--- config.mk ---
export PLATFORM = sky130hd
export DESIGN_NAME = bmc_back_flat
export DESIGN_NICKNAME = d
export VERILOG_FILES = /design/src/rtl/bmc_pkg.sv /design/src/rtl/bmc_if.sv /design/src/rtl/bmc_ram.sv /design/src/rtl/bmc_back.sv /design/src/flat_wrapper.sv
export SDC_FILE = /design/constraint.sdc
export NUM_CORES = 1
export LEC_CHECK = 0
export ABC_AREA = 0
export BUFFER_PORTS_ARGS = -buffer_cell sky130_fd_sc_hd__buf_2
export CAP_MARGIN = 20
export CORE_AREA = 2 2 103 105
export DETAILED_ROUTE_END_ITERATION = 10
export DIE_AREA = 0 0 105 107
export MAX_ROUTING_LAYER = met4
export PLACE_DENSITY = 0.66
export SLEW_MARGIN = 15
export SYNTH_ARGS = -nofsm -noshare
export SYNTH_HDL_FRONTEND = slang
export SYNTH_SLANG_ARGS = --single-unit
export TNS_END_PERCENT = 10
--- constraint.sdc ---
create_clock -name clock -period 11.7 [get_ports clock]
set_clock_uncertainty 0.05 [all_clocks]
set_input_delay 2.34 -clock clock [delete_from_list [all_inputs] [get_ports clock]]
set_output_delay 2.34 -clock clock [all_outputs]
set_load 0.02 [all_outputs]
--- src/rtl/bmc_pkg.sv ---
// ----------------------------------------------------------------------------
// bmc_pkg
// Shared types and constants of the bracket match checker.
// ----------------------------------------------------------------------------
package bmc_pkg;

   localparam int STACK_DEPTH_DEFAULT = 64;
   localparam int QUEUE_DEPTH = 2;

   localparam logic [7:0] CHAR_ROUND_OPEN   = 8'h28;
   localparam logic [7:0] CHAR_ROUND_CLOSE  = 8'h29;
   localparam logic [7:0] CHAR_SQUARE_OPEN  = 8'h5B;
   localparam logic [7:0] CHAR_SQUARE_CLOSE = 8'h5D;

   typedef enum logic [2:0] {
      VERDICT_PENDING   = 3'd0,
      VERDICT_MATCHED   = 3'd1,
      VERDICT_WRONGKIND = 3'd2,
      VERDICT_UNMATCHED = 3'd3,
      VERDICT_UNCLOSED  = 3'd4,
      VERDICT_OVERFLOW  = 3'd5
   } verdict_type;

   typedef enum logic [1:0] {
      OP_OTHER = 2'd0,
      OP_OPEN  = 2'd1,
      OP_CLOSE = 2'd2
   } op_type;

   // kind: 0 round, 1 square
   typedef struct packed {
      op_type op;
      logic   kind;
      logic   eos;
   } op_item_type;

endpackage

--- src/rtl/bmc_if.sv ---


interface bmc_rsp_if;
   logic       valid;
   logic       ready;
   logic [2:0] verdict;
   logic       string_done;

   modport source (output valid, output verdict, output string_done, input ready);
   modport sink   (input valid, input verdict, input string_done, output ready);
endinterface

--- src/rtl/bmc_ram.sv ---
// ----------------------------------------------------------------------------
// bmc_ram
// Generic single-write, single-read RAM with registered read data.
// ----------------------------------------------------------------------------
module bmc_ram #(
   parameter int WIDTH = 1,
   parameter int DEPTH = 64
) (
   input  logic                     clock,
   input  logic                     wr_en,
   input  logic [$clog2(DEPTH)-1:0] wr_addr,
   input  logic [WIDTH-1:0]         wr_data,
   input  logic [$clog2(DEPTH)-1:0] rd_addr,
   output logic [WIDTH-1:0]         rd_data
);

   logic [WIDTH-1:0] mem [DEPTH];
   logic [WIDTH-1:0] rd_data_ff;

   always_ff @(posedge clock) begin
      if (wr_en) begin
         mem[wr_addr] <= wr_data;
      end
      rd_data_ff <= mem[rd_addr];
   end

   assign rd_data = rd_data_ff;

endmodule

--- src/rtl/bmc_back.sv ---
// ----------------------------------------------------------------------------
// bmc_back
// Runs the kind stack, latches the first fault and registers each verdict.
// ----------------------------------------------------------------------------
module bmc_back #(
   parameter int STACK_DEPTH = bmc_pkg::STACK_DEPTH_DEFAULT
) (
   input  logic                 clock,
   input  logic                 reset,
   input  logic                 rd_valid,
   input  bmc_pkg::op_item_type rd_item,
   output logic                 rd_take,
   bmc_rsp_if.source            rsp_chan
);
   import bmc_pkg::*;

   localparam int AW = $clog2(STACK_DEPTH);
   localparam int DW = $clog2(STACK_DEPTH + 1);
   localparam logic [DW-1:0] FULL_DEPTH = DW'(STACK_DEPTH);
   localparam logic [DW-1:0] TWO        = DW'(2);

   // top of stack lives in top_ff; the RAM keeps every pushed entry and
   // always presents the entry just below the top
   logic [DW-1:0] depth_ff, depth_in;
   verdict_type   fault_ff, fault_in;
   logic          top_ff, top_in;
   logic          rsp_valid_ff, rsp_valid_in;
   verdict_type   verdict_ff, verdict_in;
   logic          done_ff;
   logic          push;
   logic          below_kind;
   logic [DW-1:0] rd_depth;
   logic [AW-1:0] rd_addr;

   assign rd_take = rd_valid && (!rsp_valid_ff || rsp_chan.ready);

   always_comb begin
      fault_in   = fault_ff;
      depth_in   = depth_ff;
      top_in     = top_ff;
      push       = 1'b0;
      verdict_in = VERDICT_PENDING;
      if (rd_take) begin
         if (fault_ff == VERDICT_PENDING) begin
            unique case (rd_item.op)
               OP_OPEN: begin
                  if (depth_ff == FULL_DEPTH) begin
                     fault_in = VERDICT_OVERFLOW;
                  end else begin
                     push     = 1'b1;
                     depth_in = depth_ff + 1'b1;
                     top_in   = rd_item.kind;
                  end
               end
               OP_CLOSE: begin
                  if (depth_ff == '0) begin
                     fault_in = VERDICT_UNMATCHED;
                  end else begin
                     depth_in = depth_ff - 1'b1;
                     top_in   = below_kind;
                     if (top_ff != rd_item.kind) begin
                        fault_in = VERDICT_WRONGKIND;
                     end
                  end
               end
               default: begin
               end
            endcase
         end
         if (rd_item.eos) begin
            priority if (fault_in != VERDICT_PENDING) begin
               verdict_in = fault_in;
            end else if (depth_in != '0) begin
               verdict_in = VERDICT_UNCLOSED;
            end else begin
               verdict_in = VERDICT_MATCHED;
            end
            depth_in = '0;
            fault_in = VERDICT_PENDING;
         end
      end
   end

   always_comb begin
      rd_depth = (depth_in < TWO) ? '0 : depth_in - TWO;
      rd_addr  = rd_depth[AW-1:0];
   end

   always_comb begin
      rsp_valid_in = rsp_valid_ff;
      if (rd_take) begin
         rsp_valid_in = 1'b1;
      end else if (rsp_chan.ready) begin
         rsp_valid_in = 1'b0;
      end
   end

   always_ff @(posedge clock) begin
      if (reset) begin
         depth_ff     <= '0;
         fault_ff     <= VERDICT_PENDING;
         rsp_valid_ff <= 1'b0;
      end else begin
         depth_ff     <= depth_in;
         fault_ff     <= fault_in;
         rsp_valid_ff <= rsp_valid_in;
      end
   end

   always_ff @(posedge clock) begin
      top_ff <= top_in;
      if (rd_take) begin
         verdict_ff <= verdict_in;
         done_ff    <= rd_item.eos;
      end
   end

   bmc_ram #(
      .WIDTH (1),
      .DEPTH (STACK_DEPTH)
   ) u_stack (
      .clock   (clock),
      .wr_en   (push),
      .wr_addr (depth_ff[AW-1:0]),
      .wr_data (rd_item.kind),
      .rd_addr (rd_addr),
      .rd_data (below_kind)
   );

   assign rsp_chan.valid       = rsp_valid_ff;
   assign rsp_chan.verdict     = verdict_ff;
   assign rsp_chan.string_done = done_ff;

endmodule

--- src/flat_wrapper.sv ---
// flat-port wrapper written by rule: the top's interface ports become plain ports
module bmc_back_flat import bmc_pkg::*;
#(
   parameter int STACK_DEPTH = bmc_pkg::STACK_DEPTH_DEFAULT
)
  (clock, reset, rd_valid, rd_item, rd_take, rsp_chan_valid, rsp_chan_verdict, rsp_chan_string_done, rsp_chan_ready);
  bmc_rsp_if rsp_chan_i ();
  input  logic clock;
  input  logic reset;
  input  logic rd_valid;
  input  bmc_pkg::op_item_type rd_item;
  output logic rd_take;
  output wire logic [$bits(rsp_chan_i.valid)-1:0] rsp_chan_valid;
  output wire logic [$bits(rsp_chan_i.verdict)-1:0] rsp_chan_verdict;
  output wire logic [$bits(rsp_chan_i.string_done)-1:0] rsp_chan_string_done;
  input wire logic [$bits(rsp_chan_i.ready)-1:0] rsp_chan_ready;
  assign rsp_chan_valid = rsp_chan_i.valid;
  assign rsp_chan_verdict = rsp_chan_i.verdict;
  assign rsp_chan_string_done = rsp_chan_i.string_done;
  assign rsp_chan_i.ready = rsp_chan_ready;
  bmc_back #(.STACK_DEPTH(STACK_DEPTH)) u_core (.clock(clock), .reset(reset), .rd_valid(rd_valid), .rd_item(rd_item), .rd_take(rd_take), .rsp_chan(rsp_chan_i));
endmodule
=== Yosys cells after proc, flatten, opt, wreduce, memory -nomap -nowiden ===
Memories as Yosys holds them, arrays and structs flattened. A register that Yosys moved wholly into a read port is not among the register bits.
Cells that the tools add are included.

* Magnitude comparators: 1
* Multiplexer cells: 28
* Reduce and logical (&&, ||, !) cells: 10
* Add/sub/neg operators: 3
* Equality and inequality tests: 6

{| class="wikitable"
|+ Operators by type and width
! operator !! number
|-
| 2-to-1 mux 7 bit || 6
|-
| 2-to-1 mux 3 bit || 8
|-
| one-hot mux 7 bit (2 select lines) || 1
|-
| 2-to-1 mux 1 bit || 10
|-
| adder 7 x 1 -> 7 bit (second input constant) || 1
|-
| == test 7 bit (second input constant) || 1
|-
| logical NOT 7 bit || 1
|-
| less-than comparator 7 x 2 -> 1 bit (second input constant) || 1
|-
| nonzero test 7 bit || 1
|-
| subtractor 7 x 1 -> 7 bit (second input constant) || 1
|-
| 2-to-1 mux 6 bit || 1
|-
| one-hot mux 3 bit (2 select lines) || 1
|-
| subtractor 6 x 2 -> 6 bit (second input constant) || 1
|-
| AND reduction 5 bit || 1
|-
| inequality test 2 bit (second input constant) || 2
|-
| nonzero test 2 bit || 2
|-
| logical NOT 3 bit || 1
|-
| nonzero test 3 bit || 1
|-
| == test 2 x 1 -> 1 bit (second input constant) || 1
|-
| == test 2 bit (second input constant) || 1
|-
| one-hot mux 1 bit (2 select lines) || 1
|-
| logical AND 1 bit || 1
|-
| logical NOT 1 bit || 1
|-
| logical OR 1 bit || 1
|-
| inequality test 1 bit || 1
|}

* Memories kept: 1
* Logic and storage cells: 55
* Memory bits (writable): 64
* Register bits after elaboration: 16
* Output and inout port bits: 6

{| class="wikitable"
|+ Memories
! name !! words !! width !! rd ports !! clocked after memory_dff !! wr ports !! line !! text
|-
| u_core.u_stack.mem || 64 || 1 || 1 || 1 || 1 || bmc_ram.sv:17 || <nowiki>logic [WIDTH-1:0] mem [DEPTH];</nowiki>
|}

=== Depth between registers and ports, before layout ===
* Word-level depth: 9
* Depth in mapped cells: 18
* Gate-level depth less buffers: 15

=== Hierarchy ===
From an unflattened synthesis, not the netlist that was laid out.

* Cells, all modules: 374
* Area total of the unflattened synthesis: 4214.0 µm²

{| class="wikitable"
|+ By module, submodules not included
! module !! area an instance (µm²) !! instances !! sequential area each (µm²) !! cells each
|-
| bmc_ram || 2914.0 || 1 || 1941.9 || 204
|-
| bmc_back || 1300.0 || 1 || 370.4 || 170
|}

=== Worst setup path after synthesis ===
Ideal clock, no wire load.

* Kind: input to register
* From: input port rd_item[2] in the netlist's numbering
* To: register u_core.u_stack.rd_data_ff (netlist: u_core.u_stack.rd_data) (read register of u_core.u_stack.mem)
* Buffers on the path: 3
* Cell stages on the path: 18
* Arrival: 5.883 ns
* Slack: 5.688 ns
* Cells stage by stage: inv_1 > ha_1 > or4_1 > buf_2 > a2111o_1 > a31o_2 > nand2_1 > inv_2 > buf_2 > ha_1 > a21boi_0 > o311a_1 > nand4b_1 > clkbuf_1 > nand2_1 > a2111oi_0 > a211oi_1 > a211oi_2

* Cells in the longest elaborated chain, start to end: 8
* Elaborated cells between the ends (all ways): 10

{| class="wikitable"
|+ RTL lines
! item !! line !! text
|-
| start: declaration || flat_wrapper.sv:11 || <nowiki>input bmc_pkg::op_item_type rd_item;</nowiki>
|-
| == test 2 bit or == test 2 x 1 -> 1 bit (tied branches) || bmc_back.sv:45 || <nowiki>unique case (rd_item.op)</nowiki>
|-
| one-hot mux 7 bit (2 select lines) * || bmc_back.sv:45 ||
|-
| 2-to-1 mux 7 bit * || bmc_back.sv:44 || <nowiki>if (fault_ff == VERDICT_PENDING) begin</nowiki>
|-
| 2-to-1 mux 7 bit * || bmc_back.sv:43 || <nowiki>if (rd_take) begin</nowiki>
|-
| 2-to-1 mux 7 bit * || bmc_back.sv:70 || <nowiki>if (rd_item.eos) begin</nowiki>
|-
| 2-to-1 mux 7 bit * || bmc_back.sv:43 ||
|-
| subtractor 6 x 2 -> 6 bit or less-than comparator 7 x 2 -> 1 bit (tied branches) || bmc_back.sv:85 || <nowiki>rd_depth = (depth_in < TWO) ? '0 : depth_in - TWO;</nowiki>
|-
| 2-to-1 mux 6 bit * || bmc_back.sv:85 ||
|-
| end: declaration || bmc_ram.sv:18 || <nowiki>logic [WIDTH-1:0] rd_data_ff;</nowiki>
|}

Every way passes the cells marked *; elsewhere a longest branch is shown, timed or not. The select of a mux whose other input is x is not followed.
A chain may end at the register's enable or synchronous reset.

=== Worst setup path in the final report ===
Same ends and word-level chain as after synthesis.

==> key figures <==
Status
  – Status: completed

Drt
  – Detailed-route vias per instance: 6.08
  – Routed WL: 11,500 um
  – DRT iter0 DRCs: 381
  – Drt pass-1 iters: 5
  – Antenna viol nets, final: 0
  – DR WL/cell: 19.7 um
  – Vias: 3,555
  – DR DRC count: 0

Global route
  – Initial antenna violation count: 0
  – Global-route wire length before repair: 18,400 um
  – Vias in the first global route: 3,319
  – Total global routing overflow: 0
  – GRT Total Usage: 21.9%
  – Largest net degree at the start of global routing: 67

Synth
  – Synthesized area: 4490 sq um
  – Yosys reg bits: 81
  – Synth warn: 0
  – Top post-synthesis cells by area: edfxtp_1 46%, nor2_1 7.4%, dfxtp_1 5.4%
  – Avg Inst Size Synth: 10.0 sq um
  – Main synth FF type: edfxtp_1
  – Dominant cell type by area after synthesis: edfxtp_1
  – Yosys top cell area share: 46.2%
  – Post-synth EDFFs: 69
  – Post-Synthesis Cells: 447
  – Synth unique cells: 72
  – Sequential fraction of the synthesis area: 51.5%
  – Syn nets: 460
  – Ys async rst share: 0%

Setup path
  – Buf+Inv Stages, Crit Path: 3
  – Max FO, Critical Path: 18
  – Crit path top cell by count: ha_1
  – Crit-path cells: buf_2, inv_1, ha_1, or4_1, a2111o_1, a31o_2, nand2_1, inv_2, ha_1, a21boi_0, o311a_1, nand4b_1, o21ai_0, a211o_1, a211oi_1, a211oi_2
  – Crit path launch type: primary input
  – Slowest cell on crit path: or4_1
  – WP data required: 11.90 ns
  – Largest stage delay, worst path: 0.60 ns
  – Top Family by Delay on Critical Path: compound AO/OA/AOI/OAI gates
  – Crit end category: register
  – Setup Crit Path Kind: primary input to register
  – Crit path DAT: 6.78 ns

Final layout
  – Most frequent cells in the layout: 89 x nor2_1, 69 x edfxtp_1, 33 x nand2_1
  – Syn-to-layout area delta: 6.36%
  – Antenna cells: 0
  – Share of cells above drive strength 1: 10.9%
  – Fin cells: 585
  – Fin nets: 457
  – Commonest non-fill, non-tap cell in the layout: nor2_1

Power
  – P_sw: 0.000126 W
  – LEAKAGE: 1.60 nW
  – P_int: 0.000402 W
  – Clock power share: 34.1%
  – Reg power frac: 59.7%
  – Combinational Power Share: 6.1%
  – Switching share of total power: 23.8%
  – Max IR drop VDD: 74.2 uV
  – P per Cell Area: 111 nW/um^2

CTS
  – Post-CTS Resized: 0
  – CTS clk-pin slew, worst paths: 0.08 ns
  – Clock Sinks: 81
  – CTS root buffer: clkbuf_8
  – CTS tree: built
  – CTS buffer count: 9
  – Worst-Skew Late Latency: 0.36 ns
  – Clk buf depth: 2
  – Post-CTS repair timing setup buffer count: 0
  – Hold Buf Count CTS: 0
  – Htree depth: 3

Timing
  – Slew at the pin closest to its max-slew limit: 0.879 ns
  – RSZ-0062 raised after global routing: false
  – Minimum clock period: 6.58 ns
  – Slew Viols, Final: 0
  – Max Fclk: 152 MHz
  – Final setup fails: 0
  – Crit share post-route: 56.3%
  – Fin. Hold Viols: 0
  – Max-slew headroom: 40.6%
  – Fin Setup TNS: 0 ns

Place
  – Post-DP HPWL: 7710 um
  – IO Port Bufs: 13
  – GPL Wtd Cong: 0.984
  – Placed Instances: 569

Floorplan
  – Die area: 11,200 sq um
  – # IOs: 14
  – Die W: 105 um
  – Core area: 10,100 sq um
  – Initial Util: 44.5%
  – Die Ht: 107 um
  – Row count: 37

Hold path
  – Hold Path Class: register to register

Flow run
  – # Max-Cap Violations: 0
-- layer usage --
metal	vias up	part of all wire (%)	global-route usage (%)
met3	25	6.7	3.89
met5	-	0	-
met1	1731	44	29.1
met4	0	2.7	9.14
met2	140	46	33.2
li1	1659	-	-
-- worst register-to-register path, cell delays in order, from the launching register on --
cell and delay [ns]:
dfxtp_1 0.51, inv_1 0.23, ha_1 0.34, nor4b_1 0.76
a2111o_1 0.29, a31o_2 0.17, nand2_1 0.26, inv_2 0.39
ha_1 0.24, a21boi_0 0.21, o311a_1 0.24, nand4b_1 0.49
and2_1 0.44, a311oi_1 0.36, nor4bb_1 0.12, a211oi_2 0.15
-- cell type report --
| cell class | instances | area [sq um] |
|---|---|---|
| multi-input cells | 318 | 1970 |
| clock inverters | 4 | 27.5 |
| clock buffers | 12 | 135 |
| inverters | 17 | 63.8 |
| fillers | 982 | 5320 |
| well taps | 136 | 170 |
| flip-flops and latches | 81 | 2310 |
| repair buffers | 17 | 95.1 |
-- synth_stat cells (all sizes together) (7+ instances only) --
master	number
nand3	13
a21oi	16
a31oi	8
nand2	33
o211ai	10
edfxtp	69
buf	10
nor3	12
inv	17
dfxtp	12
mux2i	10
a211oi	7
clkbuf	21
o21ai	17
nor2	89
-- final timing paths --
path                                                         start                                 end  slack (ns)  cells after the start
worst max-delay path                                    rd_item[2]      u_core.u_stack.rd_data$_DFF_P_        5.12                     16
worst min-delay path            u_core.rsp_chan.valid$_SDFFE_PP0P_  u_core.rsp_chan.valid$_SDFFE_PP0P_        0.53                      2
worst max register to register       u_core.depth_ff[0]$_SDFF_PP0_      u_core.u_stack.rd_data$_DFF_P_        6.39                     15
worst min register to register  u_core.rsp_chan.valid$_SDFFE_PP0P_  u_core.rsp_chan.valid$_SDFFE_PP0P_        0.53                      2
-- power groups by stage --
stage | logic, W | registers (W) | clock network (W)
after CTS | 0.0000319 | 0.000315 | 0.000184
final | 0.0000323 | 0.000315 | 0.000180
after floorplan | 0.0000191 | 0.000323 | 0
after global routing | 0.0000354 | 0.000315 | 0.000196
after detailed placement | 0.0000318 | 0.000322 | 0
after global placement | 0.0000313 | 0.000322 | 0
-- sequential cells by signal, summed over array words and instances, names as in the netlist --
| signal | flops |
|---|---|
| u_core.u_stack.mem | 64 |
| u_core.depth_ff | 7 |
| u_core.fault_ff | 3 |
| u_core.rsp_chan.verdict | 3 |
| u_core.rsp_chan.string_done | 1 |
| u_core.rsp_chan.valid | 1 |
| u_core.top_ff | 1 |
| u_core.u_stack.rd_data | 1 |
-- logic make-up after synthesis --
| kind of cell | Yosys count | share of synthesized area [%] |
|---|---|---|
| buffers and inverters | 48 | 4.60 |
| AOI/OAI and AO/OA | 102 | 16.4 |
| xor gates and xnor gates | 3 | 0.586 |
| adders and majority gates | 5 | 1.39 |
| muxes | 18 | 5.24 |
| and+or+nand+nor | 190 | 20.2 |
| DFF | 81 | 51.5 |
-- metrics by stage --
step	cell area [sq um]	power, W	hold WS [ns]	utilization, %	setup WS (ns)
detailed placement	4610	0.000354	0.515	45.7	4.85
floorplan	4490	0.000342	0.458	-	5.69
CTS	4770	0.000531	0.533	47.3	5.23
global placement	4610	0.000353	0.503	45.7	5.02
global route	4770	0.000547	0.563	47.3	4.84
finish	4770	0.000528	0.534	47.3	5.12
(Power assumes the default switching activity.)
